File: config.mk
export PLATFORM = sky130hd
export DESIGN_NAME = gfw_sqrt_cell
export DESIGN_NICKNAME = d
export VERILOG_FILES = /design/src/gfw_pkg.sv /design/src/gfw_sqrt_cell.sv
export SDC_FILE = /design/constraint.sdc
export NUM_CORES = 1
export LEC_CHECK = 0
export ABC_CLOCK_PERIOD_IN_PS = 3850
export BUFFER_PORTS_ARGS = -buffer_cell sky130_fd_sc_hd__buf_2
export CORE_MARGIN = 2
export CORE_UTILIZATION = 30
export DETAILED_ROUTE_END_ITERATION = 10
export MAX_ROUTING_LAYER = met4
export PLACE_DENSITY = 0.56
export SLEW_MARGIN = 10
export SYNTH_ARGS = -nofsm -noshare
export SYNTH_HDL_FRONTEND = slang
export SYNTH_SLANG_ARGS = --single-unit
File: constraint.sdc
create_clock -name i_clk -period 3.85 [get_ports i_clk]
set_clock_uncertainty 0.15 [all_clocks]
set_input_delay 0.77 -clock i_clk [delete_from_list [all_inputs] [get_ports i_clk]]
set_output_delay 0.77 -clock i_clk [all_outputs]
set_load 0.03 [all_outputs]
File: src/gfw_pkg.sv
// ----------------------------------------------------------------------------
// gfw_pkg: shared types and constants for the glass transfer weight pipeline
// Fixed-point formats, cell chain lengths and the structs handed between cells.
// ----------------------------------------------------------------------------
package gfw_pkg;

    // cosine fraction bits at the ports (Q1.COS_FRAC_BITS); internal cosines are Q1.30
    localparam int COS_FRAC_BITS = 15;
    localparam int C_SHIFT       = 30 - COS_FRAC_BITS;

    localparam int IOR_W  = 15;
    localparam int COS_W  = 16;
    localparam int INT_W  = 16;
    localparam int OUT_W  = 20;
    localparam int REFL_W = 17;

    localparam logic [IOR_W-1:0]  IOR_RESET = 15'd12288;
    localparam logic [IOR_W-1:0]  IOR_MIN   = 15'd8192;
    localparam logic [COS_W-1:0]  ONE_F     = 16'(1 << COS_FRAC_BITS);
    localparam logic [30:0]       Q30_ONE   = 31'h4000_0000;
    localparam logic [REFL_W-1:0] REFL_ONE  = 17'd65536;
    localparam logic [OUT_W-1:0]  OUT_MAX   = 20'hF_FFFF;

    // cell chain lengths (one result bit per cell)
    localparam int DIV_T_STEPS = 31;
    localparam int SQRT_STEPS  = 31;
    localparam int DIV_R_STEPS = 31;
    localparam int DIV_W_STEPS = 17;

    // one restoring division step: partial remainder, unshifted dividend bits,
    // quotient so far, divisor
    typedef struct packed {
        logic [34:0] rem;
        logic [31:0] dvd;
        logic [31:0] quo;
        logic [33:0] den;
    } t_div;

    // one digit-by-digit square root step
    typedef struct packed {
        logic [33:0] rem;
        logic [30:0] root;
        logic [61:0] rad;
    } t_sqrt;

    // item context carried beside the arithmetic cells
    typedef struct packed {
        logic        vld;
        logic [30:0] c30;
        logic        in_g;
        logic        out_g;
        logic [15:0] inten;
        logic [14:0] n;
        logic [29:0] n2;
        logic [30:0] s2;
        logic [30:0] diff;
        logic        tir;
        logic [30:0] ca;
        logic [30:0] cg;
        logic [31:0] m1;
        logic [31:0] m2;
        logic        zero;
        logic [30:0] r1;
        logic [30:0] r2;
        logic [16:0] r16;
        logic [20:0] wmul;
        logic [19:0] w;
    } t_side;

    // finished result item
    typedef struct packed {
        logic        vld;
        logic [19:0] io;
        logic [19:0] w;
        logic [16:0] r16;
        logic [15:0] other;
        logic        tir;
        logic        zero;
    } t_res;

endpackage

File: src/gfw_sqrt_cell.sv
// ----------------------------------------------------------------------------
// gfw_sqrt_cell: one floor square root step
// Bring down two radicand bits, compare against 4*root+1, append one root bit.
// ----------------------------------------------------------------------------
module gfw_sqrt_cell
    import gfw_pkg::*;
(
    input  logic  i_clk,
    input  logic  i_en,
    input  t_sqrt i_d,
    output t_sqrt o_q
);

    t_sqrt       r_q;
    logic [33:0] w_r4;
    logic [33:0] w_trial;
    logic        w_ge;

    assign w_r4    = {i_d.rem[31:0], i_d.rad[61:60]};
    assign w_trial = {1'b0, i_d.root, 2'b01};
    assign w_ge    = (w_r4 >= w_trial);

    always_ff @(posedge i_clk) begin
        if (i_en) begin
            r_q.rem  <= w_ge ? (w_r4 - w_trial) : w_r4;
            r_q.root <= {i_d.root[29:0], w_ge};
            r_q.rad  <= {i_d.rad[59:0], 2'b00};
        end
    end

    assign o_q = r_q;

endmodule

-- Word-level counts from Yosys, hierarchy flattened
Index checks and enable logic that the tools add are counted.
- bits in registers: 125
- input bits: 129
- output and inout bits: 127
- word-level logic and storage cells: 6
- add/sub/neg operators: 1
- magnitude comparators: 1
- mux-type cells: 1
- operators with widths (kind ; count):
    >= comparator 34 x 33 -> 1 bit ; 1
    two-way mux 34 bit ; 1
    subtractor 34 x 33 -> 34 bit ; 1

-- Logic depth before layout (Yosys ltp)
- depth in word-level cells: 2
- depth in mapped cells: 13
- mapped depth without buffers: 11

-- Worst setup path after synthesis
No wires, ideal clock.
- kind: input -> register
- start: input port i_d[73] in the netlist's numbering
- end: register r_q (netlist bit o_q[124]), data pin
- setup time: 157 ps
- arrival time: 3082 ps
- data required time: 3543 ps
- path slack: 461 ps
- stages on the path: 10
- buffers on the path: 0
- path through: inv_1 ha_1 nand3_2 or3_4 or4_4 o221ai_4 o21ai_1 a21oi_1 mux2_2 nor3_1
- longest elaborated chain between the ends: 2
- elaborated cells between the ends (all ways): 3
- classes of those cells: add/sub (1); order compare (1); mux (1)
- ends and longest elaborated chain (what ; line ; RTL):
    from (decl) ; gfw_sqrt_cell.sv:10 ; input t_sqrt i_d,
    subtractor 34 x 33 -> 34 bit / >= comparator 34 x 33 -> 1 bit (equally long branches) ; gfw_sqrt_cell.sv:25, gfw_sqrt_cell.sv:21 ;
    two-way mux 34 bit (*) ; gfw_sqrt_cell.sv:25 ; r_q.rem <= w_ge ? (w_r4 - w_trial) : w_r4;
    to (decl) ; gfw_sqrt_cell.sv:14 ; t_sqrt r_q;
Mark *: on every way between the ends. The rest lies on a longest branch, timed or not.
A chain may end at the register's enable or synchronous reset.

-- Worst setup path after layout
- start: input port i_d[87] in the netlist's numbering
- end: register r_q (netlist bit o_q[98]), data pin
- longest elaborated chain between the ends: 2
- ends and longest elaborated chain (what ; line ; RTL):
    >= comparator 34 x 33 -> 1 bit ; gfw_sqrt_cell.sv:21 ; assign w_ge = (w_r4 >= w_trial);
    two-way mux 34 bit ; gfw_sqrt_cell.sv:25 ;
Every way passes these cells.

==> run_results.csv <==
group,metric,value,unit
pwr,p_comb_share,22.0,%
timing,finalCritPeriodShare,84.4,%
cells_and_area,layout-drive-gt1-share,40.5,%
logic_synthesis,synth_edf_count,125,
pwr,p_sw,1.31,mW
min_path,min_path_cells,1,
timing,rsz0062_at_grt,"no",
logic_synthesis,avgSynthCellArea,12.3,sq um
worst_setup_path,cp_top_family,"simple AND/OR/NAND/NOR gates",
global_route,grt_use_total,16.0,%
worst_setup_path,cp.arrival,3.24,ns
global_route,grt_pass1_wl,25.6,mm
cells_and_area,area_growth_syn_to_layout,37.4,%
logic_synthesis,synth_seq_cells,125,
global_route,grt_pass1_vias,4739,
min_path,min_path_type,"input port to flip-flop",
route,vias,4874,
min_path,min_to,"o_q[38]$_DFFE_PP_",
cts,cts_tree,"yes",
timing,fin_setup_tns,0,ns
logic_synthesis,ys_async_sr_fraction,0,%
logic_synthesis,syn_inst,499,
floorplan,die_w,147,microns
route,wl,16.9,mm
route,vias_per_cell,4.61,
place,port_buffers,251,
global_route,antenna_found_initial,2,
worst_setup_path,cp-start-kind,"input port",
timing,finalMaxSlewViolations,0,
logic_synthesis,yosys_warnings,0,
cts,cts_root_buffer,"clkbuf_16",
route,ant_nets,0,
pwr,power.share.sequential,39.1,%
pwr,p_leak,3.68,nW
pwr,p_int,3.02,mW
outcome,outcome,"finished clean",
worst_setup_path,crit_start,"i_d[87]",
logic_synthesis,synth_top_cell_by_area,"edfxtp_1",
cells_and_area,multi_input_area,2110,sq um
global_route,grt_max_degree,60,
floorplan,die_h,147,microns
place,placed_cells,1023,
timing,setup_viol,0,
logic_synthesis,synth_area,6120,sq um
worst_setup_path,cp-end-kind,"flip-flop",
worst_setup_path,crit_path_cell_trace,"buf_2 -> inv_1 -> ha_1 -> nand4_1 -> nor4b_1 -> buf_4 -> or3b_1 -> and4_4 -> inv_2 -> buf_4 -> a21oi_1",
floorplan,num_io_pins,256,
pwr,p_clk_share,38.9,%
floorplan,num_rows,52,
cts,cts.sinks,125,
cells_and_area,nets,934,
floorplan,dieArea,21600,sq um
worst_setup_path,path_max_fanout,31,
place,hpwl,13.1,mm
route,wl_per_cell,16.0,microns
floorplan,core,20100,sq um
timing,hold_viol_final,0,
cells_and_area,instances_no_fill,1057,
cells_and_area,largest_register_ffs,125,
timing,fmax,308,MHz
route,drt-initial-drc-count,192,
cts,cts-htree-levels,4,
worst_setup_path,path_buf_inv,5,
worst_setup_path,slowest_stage,"ha_1",
cts,ctsHoldBuffers,0,
floorplan,initial_utilization,30.4,%
worst_setup_path,path_class,"input port to flip-flop",
global_route,overflow,0,
cells_and_area,register_area,3750,sq um
route,drc,0,
logic_synthesis,synth-seq-area-share,61.3,%
pwr,p_sw_share,30.3,%
cells_and_area,final_cell_mix,"buf_2 (250), edfxtp_1 (125), a21oi_1 (53)",
job,drv_cap,0,
pwr,peakVddDrop,0.282,mV
worst_setup_path,crit_top_cell,"buf_4",
timing,worst_slack,0.600,ns
cts,post-cts-setup-buffer-count,0,
logic_synthesis,ys.flop_type,"edfxtp_1",
cells_and_area,fillerInstances,1930,
cells_and_area,final_common_cell,"buf_2",
cts,cts_buffer_depth,2,
route,dr.pass1.iters,5,
cts,clkTransAtPathRegs,0.06,ns
place,gp_congestion,0.808,
pwr,power,4.33,mW
worst_setup_path,slowest_delay,0.41,ns
logic_synthesis,synth_top_cell_area_share,61.3,%
pwr,power_density,515,nW/um^2
min_path,hp-start,"i_d[36]",
worst_setup_path,crit_required,3.84,ns
timing,fin_crit,3.25,ns
logic_synthesis,ys_top_cells_by_area,"edfxtp_1 (61%), ha_1 (6.7%), a21oi_1 (4.3%)",
cts,numCtsBuffers,17,
cts,post_cts_resized,0,
logic_synthesis,netlist-cell-type-count,57,
place,pre_cts_slack,0.141,ns
-- power groups by stage --
stage / clock network, mW / logic (mW) / registers, mW
6_report: 1.69 / 0.954 / 1.69
2_1_floorplan: 0 / 0.338 / 2.01
4_1_cts: 1.73 / 0.967 / 1.69
3_5_place_dp: 0 / 0.963 / 1.72
3_3_place_gp: 0 / 0.957 / 1.72
5_1_grt: 1.79 / 1.04 / 1.71
-- stage by stage --
stage	cell area (sq um)	hold slack, ns	util (%)
floorplan	6120	0.719	-
global placement	7790	0.797	38.7
finish	8410	0.382	41.8
detailed placement	7790	0.798	38.7
global route	8410	0.355	41.8
CTS	8400	0.360	41.8
-- cell usage after synthesis, drive strengths merged, types with 2 or more instances --
| cell | n |
|---|---|
| o31ai | 2 |
| nor4 | 3 |
| or3 | 3 |
| nor2 | 47 |
| nand2 | 22 |
| nand4 | 8 |
| nor2b | 7 |
| mux2 | 2 |
| a211oi | 2 |
| a211o | 2 |
| a2111oi | 3 |
| a31oi | 7 |
| a21boi | 3 |
| clkbuf | 8 |
| buf | 10 |
| o21bai | 4 |
| and3 | 3 |
| ha | 33 |
| a21oi | 53 |
| xnor2 | 17 |
| o211ai | 4 |
| nor3 | 9 |
| xor2 | 13 |
| o21ai | 25 |
| nand3 | 10 |
| o221ai | 2 |
| o41ai | 3 |
| inv | 43 |
| nand2b | 5 |
| edfxtp | 125 |
| a21o | 6 |
-- layout make-up --
class / instances / share of cell area [%]
diodes: 2 / 0.0595
clock buffers: 18 / 5.10
clock inverters: 14 / 2.20
inverters: 44 / 1.96
multi-input cells: 313 / 25.1
flip-flops and latches: 125 / 44.6
well taps: 270 / 4.02
repair buffers: 271 / 16.9
-- routing by layer --
metal,vias up,track usage [%],routed length (microns)
met1,2286,19.2,7340
met5,-,-,0
met3,7,4.63,1200
met2,187,26.6,8250
li1,2394,-,-
met4,0,3.93,131
-- how the worst max path moves through the flow --
| stage | end | cells past startpoint |
|---|---|---|
| after CTS | o_q[98]$_DFFE_PP_ | 11 |
| after floorplan | o_q[124]$_DFFE_PP_ | 10 |
| after detailed placement | o_q[98]$_DFFE_PP_ | 11 |
| after global routing | o_q[98]$_DFFE_PP_ | 11 |
| final | o_q[98]$_DFFE_PP_ | 11 |
| after global placement | o_q[124]$_DFFE_PP_ | 11 |
-- cells by family after synthesis --
kind of cell	count (synthesis)	share of synthesized area, %
DFF	125	61.3
adders and majority gates	33	6.75
AOI/OAI and AO/OA	122	12.9
other	1	0.0613
buffers and inverters	62	4.27
and+or+nand+nor	124	10.0
xor gates and xnor gates	30	4.29
muxes	2	0.368
Power figures use the tool's default switching activity.
