## src/gfw_pkg.sv

```systemverilog
// ----------------------------------------------------------------------------
// gfw_pkg: shared types and constants for the glass transfer weight pipeline
// Fixed-point formats, cell chain lengths and the structs handed between cells.
// ----------------------------------------------------------------------------
package gfw_pkg;

    // cosine fraction bits at the ports (Q1.COS_FRAC_BITS); internal cosines are Q1.30
    localparam int COS_FRAC_BITS = 15;
    localparam int C_SHIFT       = 30 - COS_FRAC_BITS;

    localparam int IOR_W  = 15;
    localparam int COS_W  = 16;
    localparam int INT_W  = 16;
    localparam int OUT_W  = 20;
    localparam int REFL_W = 17;

    localparam logic [IOR_W-1:0]  IOR_RESET = 15'd12288;
    localparam logic [IOR_W-1:0]  IOR_MIN   = 15'd8192;
    localparam logic [COS_W-1:0]  ONE_F     = 16'(1 << COS_FRAC_BITS);
    localparam logic [30:0]       Q30_ONE   = 31'h4000_0000;
    localparam logic [REFL_W-1:0] REFL_ONE  = 17'd65536;
    localparam logic [OUT_W-1:0]  OUT_MAX   = 20'hF_FFFF;

    // cell chain lengths (one result bit per cell)
    localparam int DIV_T_STEPS = 31;
    localparam int SQRT_STEPS  = 31;
    localparam int DIV_R_STEPS = 31;
    localparam int DIV_W_STEPS = 17;

    // one restoring division step: partial remainder, unshifted dividend bits,
    // quotient so far, divisor
    typedef struct packed {
        logic [34:0] rem;
        logic [31:0] dvd;
        logic [31:0] quo;
        logic [33:0] den;
    } t_div;

    // one digit-by-digit square root step
    typedef struct packed {
        logic [33:0] rem;
        logic [30:0] root;
        logic [61:0] rad;
    } t_sqrt;

    // item context carried beside the arithmetic cells
    typedef struct packed {
        logic        vld;
        logic [30:0] c30;
        logic        in_g;
        logic        out_g;
        logic [15:0] inten;
        logic [14:0] n;
        logic [29:0] n2;
        logic [30:0] s2;
        logic [30:0] diff;
        logic        tir;
        logic [30:0] ca;
        logic [30:0] cg;
        logic [31:0] m1;
        logic [31:0] m2;
        logic        zero;
        logic [30:0] r1;
        logic [30:0] r2;
        logic [16:0] r16;
        logic [20:0] wmul;
        logic [19:0] w;
    } t_side;

    // finished result item
    typedef struct packed {
        logic        vld;
        logic [19:0] io;
        logic [19:0] w;
        logic [16:0] r16;
        logic [15:0] other;
        logic        tir;
        logic        zero;
    } t_res;

endpackage

```

## src/gfw_div_cell.sv

```systemverilog
// ----------------------------------------------------------------------------
// gfw_div_cell: one restoring division step
// Shift in one dividend bit, trial-subtract the divisor, append one quotient bit.
// ----------------------------------------------------------------------------
module gfw_div_cell
    import gfw_pkg::*;
(
    input  logic i_clk,
    input  logic i_en,
    input  t_div i_d,
    output t_div o_q
);

    t_div        r_q;
    logic [34:0] w_trial;
    logic [34:0] w_den;
    logic        w_ge;

    assign w_trial = {i_d.rem[33:0], i_d.dvd[31]};
    assign w_den   = {1'b0, i_d.den};
    assign w_ge    = (w_trial >= w_den);

    always_ff @(posedge i_clk) begin
        if (i_en) begin
            r_q.rem <= w_ge ? (w_trial - w_den) : w_trial;
            r_q.dvd <= {i_d.dvd[30:0], 1'b0};
            r_q.quo <= {i_d.quo[30:0], w_ge};
            r_q.den <= i_d.den;
        end
    end

    assign o_q = r_q;

endmodule

```

## config.mk

```make
export PLATFORM = sky130hd
export DESIGN_NAME = gfw_div_cell
export DESIGN_NICKNAME = d
export VERILOG_FILES = /design/src/gfw_pkg.sv /design/src/gfw_div_cell.sv
export SDC_FILE = /design/constraint.sdc
export NUM_CORES = 1
export LEC_CHECK = 0
export BUFFER_PORTS_ARGS = -buffer_cell sky130_fd_sc_hd__buf_2
export CAP_MARGIN = 5
export CORE_MARGIN = 3
export CORE_UTILIZATION = 49
export DETAILED_ROUTE_END_ITERATION = 8
export GPL_ROUTABILITY_DRIVEN = 0
export GPL_TIMING_DRIVEN = 0
export PLACE_DENSITY = 0.91
export SLEW_MARGIN = 20
export SYNTH_ARGS = -nofsm -noshare
export SYNTH_HDL_FRONTEND = slang
export SYNTH_SLANG_ARGS = --single-unit
```

## constraint.sdc

```tcl
create_clock -name i_clk -period 3.6 [get_ports i_clk]
set_clock_uncertainty 0.1 [all_clocks]
set_input_delay 0.72 -clock i_clk [delete_from_list [all_inputs] [get_ports i_clk]]
set_output_delay 0.72 -clock i_clk [all_outputs]
set_load 0.1 [all_outputs]
```

Word-level counts from Yosys, hierarchy flattened:

Cells that the tools add are included.

* bits in registers: 132
* bits of input ports: 135
* output and inout port bits: 133
* logic and storage cells: 7

* add/sub/neg operators: 1
* order comparisons: 1
* muxes and demuxes: 1

Operators with widths (count)
* $ge A35 B34 Y1: 1
* $mux W35: 1
* $sub A35 B34 Y35: 1

Depth between registers and ports, before layout:

Gate-level depths: netlist of the first run.

* depth after elaboration: 2
* depth in mapped cells: 13
* gate-level depth less buffers: 12

Worst setup path after synthesis of the first run:

No wires, ideal clock.

* kind: in2reg
* from: input port i_d[97] in the netlist's numbering
* to: register r_q, in the netlist o_q[132], data pin
* library setup time: 0.269 ns
* arrival time: 2.831 ns
* data required time: 3.231 ns
* slack: 0.400 ns
* cell stages on the path: 11
* buffers on the path: 0
* cells stage by stage: inv_1 -> ha_1 -> inv_1 -> fa_1 -> a21oi_1 -> o211ai_1 -> a211oi_2 -> nor2_1 -> a211o_1 -> a2111oi_4 -> xor2_1

* word-level cells in the longest chain between the ends: 2
* elaborated cells between the ends (all ways): 3
* classes of those cells: add/sub (1); order compare (1); mux (1)

Ends and longest elaborated chain
* start, declared: RTL line gfw_div_cell.sv:10 `input t_div i_d,`
* $sub A35 B34 Y35 / $ge A35 B34 Y1 (equally long branches): RTL line gfw_div_cell.sv:25, gfw_div_cell.sv:21
* $mux W35 (*): RTL line gfw_div_cell.sv:25 `r_q.rem <= w_ge ? (w_trial - w_den) : w_trial;`
* end, declared: RTL line gfw_div_cell.sv:14 `t_div r_q;`

Every way passes the cells marked *; elsewhere a longest branch is shown, timed or not.
A chain may end at the register's enable or synchronous reset.

Worst setup path after layout of the first run:

Same ends and word-level chain as after synthesis.

==> results.txt, run 1 <==
Port buffer count: 264
Vias in the first global route: 5296
Largest net degree at the start of global routing: 82
CTS tree: built
Worst-path cell chain: buf_2 > inv_1 > ha_1 > inv_1 > fa_1 > a21oi_1 > o211ai_1 > a211oi_2 > nor2_1 > a211o_1 > a2111oi_4 > xor2_1
LEAKAGE: 3.855 nW
Fin crit share: 93.80%
Rel. slew slack: 63.64%
Synth top area share: 61.54%
Top cell by count, worst path: inv_1
First-pass GRT wire length: 28450 µm
Peak supply drop: 0.4129 mV
Die Area: 0.01456 mm²
Number of I/O pins: 268
Post-synth top cells: edfxtp_1, a21oi_1, inv_1, nand2_1, nor2_1
CTS root buf: clkbuf_16
Starting Density: 50.63%
Max-slew violations: 0
Fin util: 67.55%
Achievable clock frequency: 296.1 MHz
Area Growth Syn to Fin: 33.41%
Setup CP Type: primary input to register
Die width: 120.7 µm
Final ANT Viol Nets: 0
DRT Pass-1 Iters: 5
H-tree levels: 4
Initial DRC count: 409
Setup violators final: 0
Netlist cell types: 54
CP peak stage delay: 0.43 ns
ANT cells: 0
Post-detail-place hpwl: 14180 µm
Synth area leader: edfxtp_1
Layout cells sized above 1: 38.38%
Total clock sinks: 132
HP Class: primary input to register
Count leader, synth: edfxtp_1
Worst-path clk slew: 0.06 ns
Routed wire length per instance: 19.01 µm
Max Cap Viol: 0
Flops & latches, synth: 132
Synthesized instance count: 529
CTS Buf Count: 17
Rows: 41
Antenna violations before repair: 3
Final Hold Vio Count: 0
Syn avg cell area: 12.18 µm²
Setup repair bufs after CTS: 0
Via count: 5400
Largest cells by area after synthesis: edfxtp_1, ha_1, a21oi_1
RSZ-0062 raised after global routing: false
Post-synth EDFFs: 132
Synth Warn #: 0
Worst path arrival time: 3.44 ns
Max reg flops: 132
Worst setup EP type: register
Power Dens Cells: 644.3 mW/mm²
Most used DFF post-synth: edfxtp_1
Fillers: 917
Vias per cell: 5.411
Status: finished, final reports clean
Register area share after synthesis: 61.54%
Fraction of registers with async set/reset: 0%
Worst-margin pin slew: 0.5492 ns
Critical Path Source Type: primary input
Worst path slowest cell: fa_1
Mapped cell area: 0.006441 mm²
Post-Route WL: 18970 µm
# DRC: 0
Core area: 0.01272 mm²
Gr ovfl total: 0
Fin area: 0.008593 mm²
Net count after synthesis: 699
Worst-path fanout max: 3
Nets: 983
Max clock buf depth: 2
Min Clock Period, post-route: 3.377 ns
Die Y-Extent: 120.7 µm
Placement-stage cell area: 0.008011 mm²
Hold WS: 0.3691 ns
CP Data Required Time: 3.66 ns
Overall global routing resource usage: 26.07%
[per-layer routing]
layer,vias up,GRT usage (%),wire length [µm]
met5,-,0,39
met4,6,12.75,705
met3,54,10.20,1841
met2,270,43.90,9531
met1,2547,28.81,6855
li1,2523,-,-
[critical path, delay by kind of cell]
family          cells  cell delay [ns]
compound gates      5             1.65
fa+ha+maj           2             0.59
buf+inv             3             0.22
simple gates        1             0.15
xor+xnor            1             0.10
[final cells by class]
class | instances | area [µm²] | share of cell area, %
sequential | 132 | 3964 | 46.13
buffer | 21 | 100.1 | 1.165
clock buffer | 17 | 425.4 | 4.950
inverter | 47 | 176.4 | 2.053
timing repair buffer | 265 | 1355 | 15.77
multi-input combinational | 329 | 2202 | 25.63
tap | 172 | 215.2 | 2.504
clock inverter | 15 | 155.1 | 1.805
[where the power goes]
part	internal, mW	switching [mW]
clock	1.02	0.671
sequential	1.88	0.0393
combinational	0.345	1.58
total	3.25	2.29
[logic make-up (layout without fill, tap and decap cells)]
logic type	count (synthesis)	in the layout	share of synthesized area [%]
flops	132	132	61.54
buf+inv	68	365	4.273
fa+ha+maj	35	35	6.915
other cells	1	1	0.05822
xor+xnor	27	27	3.671
compound gates	142	142	14.67
simple gates	124	124	8.877
[stage by stage]
step                TNS (ns)  total power [mW]  std cells  setup slack, ns
global route               0             5.731        998          0.02782
detailed placement    -2.037             3.854        966          -0.1264
global placement      -1.827             3.830        965          -0.1102
finish                     0             5.536        998           0.2231
floorplan                  0             3.477        529           0.4000
CTS                        0             5.558        998           0.2566
[worst paths after layout]
path / cells past startpoint / startpoint / slack, ns / end
hold / removal: 1 / i_d[52] / 0.37 / o_q[53]$_DFFE_PP_
setup / recovery: 12 / i_d[97] / 0.22 / o_q[132]$_DFFE_PP_
[timing repair]
action,CTS,global route
gates resized for setup,0,2
setup endpoints to repair,0,1
hold buffers,0,0
[cell usage in the layout (no fill, tap or decap), types with 3 or more instances in the layout]
| cell type | count |
|---|---|
| edfxtp_1 | 132 |
| nand3_1 | 3 |
| and4_1 | 4 |
| a21oi_1 | 52 |
| a211oi_1 | 6 |
| clkinvlp_4 | 4 |
| clkbuf_16 | 17 |
| nand4_1 | 9 |
| inv_1 | 46 |
| o21a_1 | 7 |
| o21bai_1 | 6 |
| nand2_1 | 46 |
| ha_1 | 34 |
| a31oi_1 | 5 |
| buf_2 | 270 |
| a21o_1 | 17 |
| o21ai_0 | 20 |
| o31ai_1 | 5 |
| clkbuf_1 | 11 |
| nor2_1 | 38 |
| inv_6 | 4 |
| nor3_1 | 9 |
| xnor2_1 | 15 |
| nor4_1 | 3 |
| nand2b_1 | 4 |
| xor2_1 | 12 |
Power figures use the tool's default switching activity.
==> run 2: changes to the inputs <==
Settings changed: BUFFER_PORTS_ARGS -buffer_cell sky130_fd_sc_hd__buf_2 to -buffer_cell sky130_fd_sc_hd__buf_4.
==> results.txt, run 2 (same netlist as run 1, synthesis figures left out) <==
Status: finished, final reports clean
Setup repair bufs after CTS: 0 (unchanged)
Worst-path fanout max: 10 (+7)
Post-Route WL: 20360 µm (+7.3%)
Area of the multi-input gates: 0.002202 mm² (unchanged)
LEAKAGE: 4.085 nW (+6.0%)
DRT Pass-1 Iters: 5 (unchanged)
RSZ-0062 raised after global routing: false
Final ANT Viol Nets: 0 (unchanged)
GRT busiest layer: met2
Rel. slew slack: 60.84% (-2.8 points)
Die Y-Extent: 120.7 µm (unchanged)
HP Class: primary input to register
Worst setup EP type: register
Via count: 5454 (+1.0%)
Fin util: 72.60% (+5.1 points)
First-pass GRT wire length: 29740 µm (+4.5%)
Fin crit share: 95.85% (+2.0 points)
Critical Path Source Type: primary input
Seq. cell area: 0.003964 mm² (unchanged)
Max Cap Viol: 0 (unchanged)
Core area: 0.01272 mm² (unchanged)
Nets: 983 (unchanged)
Post-CTS Hold Buffers: 0 (unchanged)
Vias in the first global route: 5413 (+2.2%)
CP Data Required Time: 3.62 ns (-0.04 ns)
Max reg flops: 132 (unchanged)
# DRC: 0 (unchanged)
Crit path buf inv count: 4 (+1)
H-tree levels: 4 (unchanged)
Fillers: 821 (-10%)
CTS root buf: clkbuf_16
ANT cells: 0 (unchanged)
Gr ovfl total: 0 (unchanged)
Layout cells sized above 1: 38.01% (-0.36 points)
Commonest non-fill, non-tap cells in the layout: buf_4, edfxtp_1, a21oi_1, inv_1, nand2_1
Met1 usage: 28.55% (-0.26 points)
Achievable clock frequency: 289.8 MHz (-2.1%)
Cts repair resizes: 0 (unchanged)
Worst path slowest cell: a2111o_1
Die Area: 0.01456 mm² (unchanged)
Area Growth Syn to Fin: 43.40%
Power Dens Cells: 612.1 mW/mm² (-5.0%)
Post-detail-place hpwl: 14980 µm (+5.7%)
Power Total: 5.654 mW (+2.1%)
Setup violators final: 0 (unchanged)
Max clock buf depth: 2 (unchanged)
Die width: 120.7 µm (unchanged)
Routed wire length per instance: 20.40 µm (+7.3%)
Worst path arrival time: 3.47 ns (+0.03 ns)
CTS tree: built
Rows: 41 (unchanged)
Min Clock Period, post-route: 3.451 ns (+0.07368 ns)
CP peak stage delay: 0.43 ns (about the same)
Largest net degree at the start of global routing: 83 (+1.2%)
Starting Density: 50.63% (unchanged)
Max-slew violations: 0 (unchanged)
Number of I/O pins: 268 (unchanged)
Antenna violations before repair: 0 (-3)
Total clock sinks: 132 (unchanged)
CTS Buf Count: 17 (unchanged)
Port buffer count: 264 (unchanged)
Initial DRC count: 381 (-6.8%)
GR Layer Usage met2: 48.48% (+4.6 points)
Worst-path cell chain: buf_4 > inv_1 > ha_1 > a21oi_1 > nand2_1 > o2111ai_1 > a31oi_2 > a2111o_1 > nand2_2 > buf_6 > buf_2 > o21ai_0
Vias per cell: 5.465 (+1.0%)
Peak supply drop: 0.2714 mV (-34%)
Most common cell after layout, fill and taps aside: buf_4
Setup CP Type: primary input to register
Sum Neg Setup Slack: 0 ns (unchanged)
M3 GR Usage: 11.65% (+1.4 points)
Final Hold Vio Count: 0 (unchanged)
Worst-path clk slew: 0.06 ns (about the same)
Overall global routing resource usage: 27.42% (+1.4 points)
Family with the most delay on the worst path: compound AO/OA/AOI/OAI gates
Worst-margin pin slew: 0.5875 ns (+0.03828 ns)
## run 2: final cells by class
cell class | count | share of cell area, %
inverter | 47 | 1.910
sequential | 132 | 42.92
tap | 172 | 2.330
clock buffer | 19 | 4.687
multi-input combinational | 329 | 23.84
buffer | 21 | 1.070
clock inverter | 13 | 1.449
timing repair buffer | 265 | 21.80
## run 2: through the flow
| stage | instance area, µm² | std cells | setup WS (ns) | hold WS (ns) |
|---|---|---|---|---|
| 2_1_floorplan | 6441 | 529 | 0.4000 | 0.7189 |
| 3_3_place_gp | 8638 | 965 | -0.1245 | 0.7983 |
| 3_5_place_dp | 8670 | 966 | -0.1444 | 0.7993 |
| 4_1_cts | 9236 | 998 | 0.2101 | 0.3626 |
| 5_1_grt | 9236 | 998 | 0.03285 | 0.3586 |
| 6_report | 9236 | 998 | 0.1494 | 0.3761 |
## run 2: final timing paths
| check | from | end | slack, ns | cells after the start |
|---|---|---|---|---|
| worst max-delay path | i_d[4] | o_q[106]$_DFFE_PP_ | 0.15 | 12 |
| worst min-delay path | i_d[47] | o_q[48]$_DFFE_PP_ | 0.38 | 1 |
## run 2: metal layers
layer / wire length, µm / part of all wire, % / vias to the layer above
met5: 0 / 0 / -
met4: 721 / 3.5 / 0
met3: 2321 / 11 / 60
met2: 10370 / 51 / 282
met1: 6945 / 34 / 2586
li1: - / - / 2526
## run 2: report_power, final
group | switching, mW | internal [mW] | total (mW)
sequential | 0.0487 | 1.89 | 1.93
clock | 0.641 | 1.02 | 1.66
combinational | 1.59 | 0.473 | 2.06
total | 2.28 | 3.37 | 5.65
